**src/rtl/sync_word_frame_deframer_macros.svh**
```systemverilog
// Assertion macros shared by the deframer RTL.
// Each macro uses the clk and rst_n names of the module it is placed in.
`ifndef SYNC_WORD_FRAME_DEFRAMER_MACROS_SVH
`define SYNC_WORD_FRAME_DEFRAMER_MACROS_SVH

`ifndef SYNTHESIS

// Same-cycle implication
`define SWFD_ASSERT_IMP(lbl, ante, cons, msg) \
  lbl: assert property (@(posedge clk) disable iff (!rst_n) (ante) |-> (cons)) \
    else $error(msg);

// Next-cycle implication
`define SWFD_ASSERT_NXT(lbl, ante, cons, msg) \
  lbl: assert property (@(posedge clk) disable iff (!rst_n) (ante) |=> (cons)) \
    else $error(msg);

`else

`define SWFD_ASSERT_IMP(lbl, ante, cons, msg)
`define SWFD_ASSERT_NXT(lbl, ante, cons, msg)

`endif

`endif

```
**src/rtl/swfd_ram.sv**
```systemverilog
`timescale 1ns / 1ps
// ---------------------------------------------------------------------------
// swfd_ram
// Generic simple dual-port RAM: one write port, one registered read port.
// ---------------------------------------------------------------------------
module swfd_ram #(
  parameter int WIDTH = 8,
  parameter int DEPTH = 64
) (
  input  logic                     clk,
  input  logic                     we,
  input  logic [$clog2(DEPTH)-1:0] waddr,
  input  logic [WIDTH-1:0]         wdata,
  input  logic [$clog2(DEPTH)-1:0] raddr,
  output logic [WIDTH-1:0]         rdata
);

  logic [WIDTH-1:0] mem [DEPTH];

  always_ff @(posedge clk) begin
    if (we) begin
      mem[waddr] <= wdata;
    end
    rdata <= mem[raddr];
  end

endmodule

```
**config.mk**
```make
export PLATFORM = sky130hd
export DESIGN_NAME = swfd_ram
export DESIGN_NICKNAME = d
export VERILOG_FILES = /design/src/rtl/sync_word_frame_deframer_macros.svh /design/src/rtl/swfd_ram.sv
export SDC_FILE = /design/constraint.sdc
export NUM_CORES = 1
export LEC_CHECK = 0
export BUFFER_PORTS_ARGS = -buffer_cell sky130_fd_sc_hd__buf_4
export CAP_MARGIN = 10
export CORE_UTILIZATION = 48
export DETAILED_ROUTE_END_ITERATION = 7
export PLACE_DENSITY = 0.66
export SYNTH_ARGS = -nofsm -noshare
export SYNTH_HDL_FRONTEND = slang
export SYNTH_SLANG_ARGS = --single-unit
```
**constraint.sdc**
```tcl
create_clock -name clk -period 2.3 [get_ports clk]
set_input_delay 0.575 -clock clk [delete_from_list [all_inputs] [get_ports clk]]
set_output_delay 0.575 -clock clk [all_outputs]
set_load 0.03 [all_outputs]
```
Word level (Yosys, flattened, before mapping)

Memory sizes are Yosys's and may differ from the RTL's. A register that Yosys moved wholly into a read port is not among the register bits.
Index checks and enable logic that the tools add are counted.

Bits in registers: 0
Latch bits: 0
Bits in writable memories: 512
ROM bits: 0
Logic and storage cells: 3
Memories: 1

Add/sub/neg operators: 0
Multipliers: 0
Divide/modulo/power cells: 0
$lt $le $gt $ge: 0
Equality and inequality tests: 0
Shifts and indexed selects: 0
Mux-type cells: 2
Bitwise operators: 0
Reduce and logical (&&, ||, !) cells: 0

Memories:

| name | depth | width | read ports | clocked after memory_dff | wr ports | RTL line       | source |
|---|---|---|---|---|---|---|---|
| mem  | 64    | 8     | 1          | 1                        | 1        | swfd_ram.sv:18 | `logic [WIDTH-1:0] mem [DEPTH];` |

Operators with widths:

| kind              | number |
|---|---|
| two-way mux 1 bit | 2 |

Longest topological paths before layout

Word-level depth: 2
Gate-level depth with buffers: 9

Worst setup path after synthesis

Ideal clock, no wire load.

Path type: input-to-reg
Start: input raddr[1]
End: register rdata[3], read port of mem
Arrival time: 2.115 ns
Data required time: 2.172 ns
Slack: 0.057 ns
Stages: 7
Buffers on the path: 3
Path through: buf_4 -> buf_2 -> buf_2 -> mux4_2 -> mux4_2 -> o21ai_1 -> o41ai_1

RTL lines:

| item            | RTL line       | source |
|---|---|---|
| start, declared | swfd_ram.sv:14 | `input logic [$clog2(DEPTH)-1:0] raddr,` |
| end, declared   | swfd_ram.sv:15 | `output logic [WIDTH-1:0] rdata` |

==> run summary <==
synthesized flop and latch total - 520
Rel. slew slack - 52.6%
Skew-Pair Late Insertion Delay - 0.58 ns
number of antenna violations at the first check in global routing - 0
TritonCTS clock tree - done
DIE AREA - 0.0428 mm2
count of nets left with antenna violations after detail routing - 0
count of routing violations after the opening detailed-route iteration - 916
DR DRC count - 0
global route overflow - 0
clock-pin slew of the registers on the worst-case setup and hold paths - 0.06 ns
cell type contributing the most total cell area after synthesis - sky130_fd_sc_hd__edfxtp_1
number of enable-type register cells in the synthesized netlist - 512
CTS H-Tree Depth - 2
cell chosen for the clock root - sky130_fd_sc_hd__clkbuf_16
most common cell after layout, fill and taps aside - sky130_fd_sc_hd__edfxtp_1
share of synthesized registers carrying an async set or reset - 0%
largest net degree at the start of global routing - 65
post-detailed-routing wire length - 43100 um
count of cell types in the netlist - 40
start-to-end type of the worst setup path - in -> reg
post-layout total power - 19.6 mW
chip height - 207 um
CP Cell Sequence - clkbuf_8 > buf_12 > mux4_2 > mux4_2 > o21ai_0 > nand2_1
share of the clock period used by the worst path - 91.8%
via-per-instance ratio - 5.82
reported leakage power - 7.65 nW
nets in the synthesized netlist - 962
Hold Path Cell Cnt - 3
sequential fraction of the synthesis area - 77.0%
CP required - 2.75 ns
worst clock skew on the final layout - 0.0116 ns
worst IR drop on VDD - 543 uV
number of hold violations in the final report - 0
global-route wire length before repair - 64400 um
via count - 9803
most frequent cells in the layout - sky130_fd_sc_hd__edfxtp_1, sky130_fd_sc_hd__buf_4, sky130_fd_sc_hd__mux4_2
initial core utilization - 49.1%
worst stage delay on the critical path - 0.55 ns
overall fraction of global-route tracks in use - 21.2%
Final setup viols - 0
total number of clock tree sinks - 520
clock period minus worst slack - 2.11 ns
instance area after placement - 0.0219 mm2
leading register cell type out of synthesis - sky130_fd_sc_hd__edfxtp_1
largest buffer count on any clock path - 3
count of final max-slew check failures - 0
number of clock buffers inserted by TritonCTS - 50
Tightest Hold Check Type - in -> reg
Final #Nets - 1133
post-DP HPWL - 27600 um
worst r2r path cells - 6
diode insertion count for antenna repair - 0
row cnt - 74
unrepaired setup endpoints after global routing - no
area share of the largest cell type after synthesis - 76.2%
weighted congestion at the end of routability-driven global placement - 0.790
total iterations of the first detailed-routing run - 7
share of final-layout standard cells stronger than drive strength 1 - 32.9%
Core ar. - 0.0411 mm2
Buffers on Ports - 29
highest attainable clock frequency - 0.474 GHz
post-route design area - 0.0235 mm2
gate count after technology mapping - 940
num ports - 30
Min Hold Slack - 0.374 ns
sort of element at the start of the critical path - input port
post-layout utilization of the core - 57.2%
synthesized area divided by synthesized cell count - 21.5 um2
crit path capture type - register
post-detailed-route wirelength per cell - 25.6 um
slowest library cell on the worst path - sky130_fd_sc_hd__mux4_2
hold buffers post-CTS - 0
area grow syn2layout - 16.7%
count of yosys warnings during synthesis - 0
dominant cells by area after synthesis - sky130_fd_sc_hd__edfxtp_1, sky130_fd_sc_hd__mux4_2, sky130_fd_sc_hd__nor2_1
Post-Synthesis Cell Area - 0.0202 mm2
outcome - completed
power per unit of standard cell area - 833 mW/mm2
worst slew pin tran - 0.711 ns
total setup buffers inserted after CTS - 0
CP dominant cell by count - sky130_fd_sc_hd__mux4_2
max-capacitance violation count - 0
vias in the first global route - 9812
critical path fanouts, max - 21
data arrival time of the critical path - 2.56 ns
Die Wd - 207 um
Resized cells post-CTS - 0
area by class of cell:
type                       count  area, um2
sequential                   520      15500
timing repair buffer         170       1420
clock buffer                  67       1380
clock inverter                26        220
tap                          532        666
fill                        3015      17600
multi-input combinational    369       4320
Yosys cell counts (all sizes together) (13+ instances only):
cell and count:
edfxtp 512, mux4 126, nor2 83, buf 34, mux2i 23, nand2 19
clkbuf 17, nor2b 14, mux2 13, nand3 13
worst max-delay path, delay by kind of cell:
family,cells,cell delay (ns)
compound gates,1,0.38
simple gates,1,0.08
mux,2,1.01
buf+inv,2,0.47
power breakdown:
part	leakage [nW]	total [mW]	switching, mW	internal [mW]
registers	4.67	10.5	0.0370	10.5
clock network	0.787	7.98	3.33	4.65
logic	2.19	1.10	0.636	0.461
total	7.65	19.6	4.01	15.6
final timing paths:
| path | from | end | slack (ns) |
|---|---|---|---|
| setup / recovery | raddr[0] | rdata[7] | 0.19 |
| hold / removal | raddr[5] | rdata[0] | 0.37 |
| setup reg to reg | mem[29][6] | rdata[6] | 0.34 |
| hold reg to reg | mem[30][6] | rdata[6] | 0.86 |
logic make-up after synthesis:
kind of cell,synth area share [%]
flip-flops,77.0
multiplexers,15.9
AND/OR/NAND/NOR,3.39
buffers and inverters,1.57
AO/OA/AOI/OAI,2.07
per-stage QoR:
| stage | TNS, ns | setup slack, ns | std cells |
|---|---|---|---|
| finish | 0 | 0.189 | 1684 |
| floorplan | 0 | 0.0573 | 940 |
| global route | 0 | 0.127 | 1684 |
| detailed placement | -2.20 | -0.426 | 1591 |
| CTS | 0 | 0.190 | 1684 |
| global placement | -2.21 | -0.481 | 1591 |
sequential cells by signal, indices dropped and copies added (netlist names):
| register | flops |
|---|---|
| mem | 512 |
| rdata | 8 |
metal layers:
layer  up-vias  track usage (%)  wire length, um  share of wire (%)
li1       4278                -                -                  -
met1      5119             30.1            18500                 43
met2       346             33.2            20800                 48
met3        60             4.54             2940                6.8
met4         0             6.39              926                2.1
met5         -                0                0                  0
(Power assumes the default switching activity.)
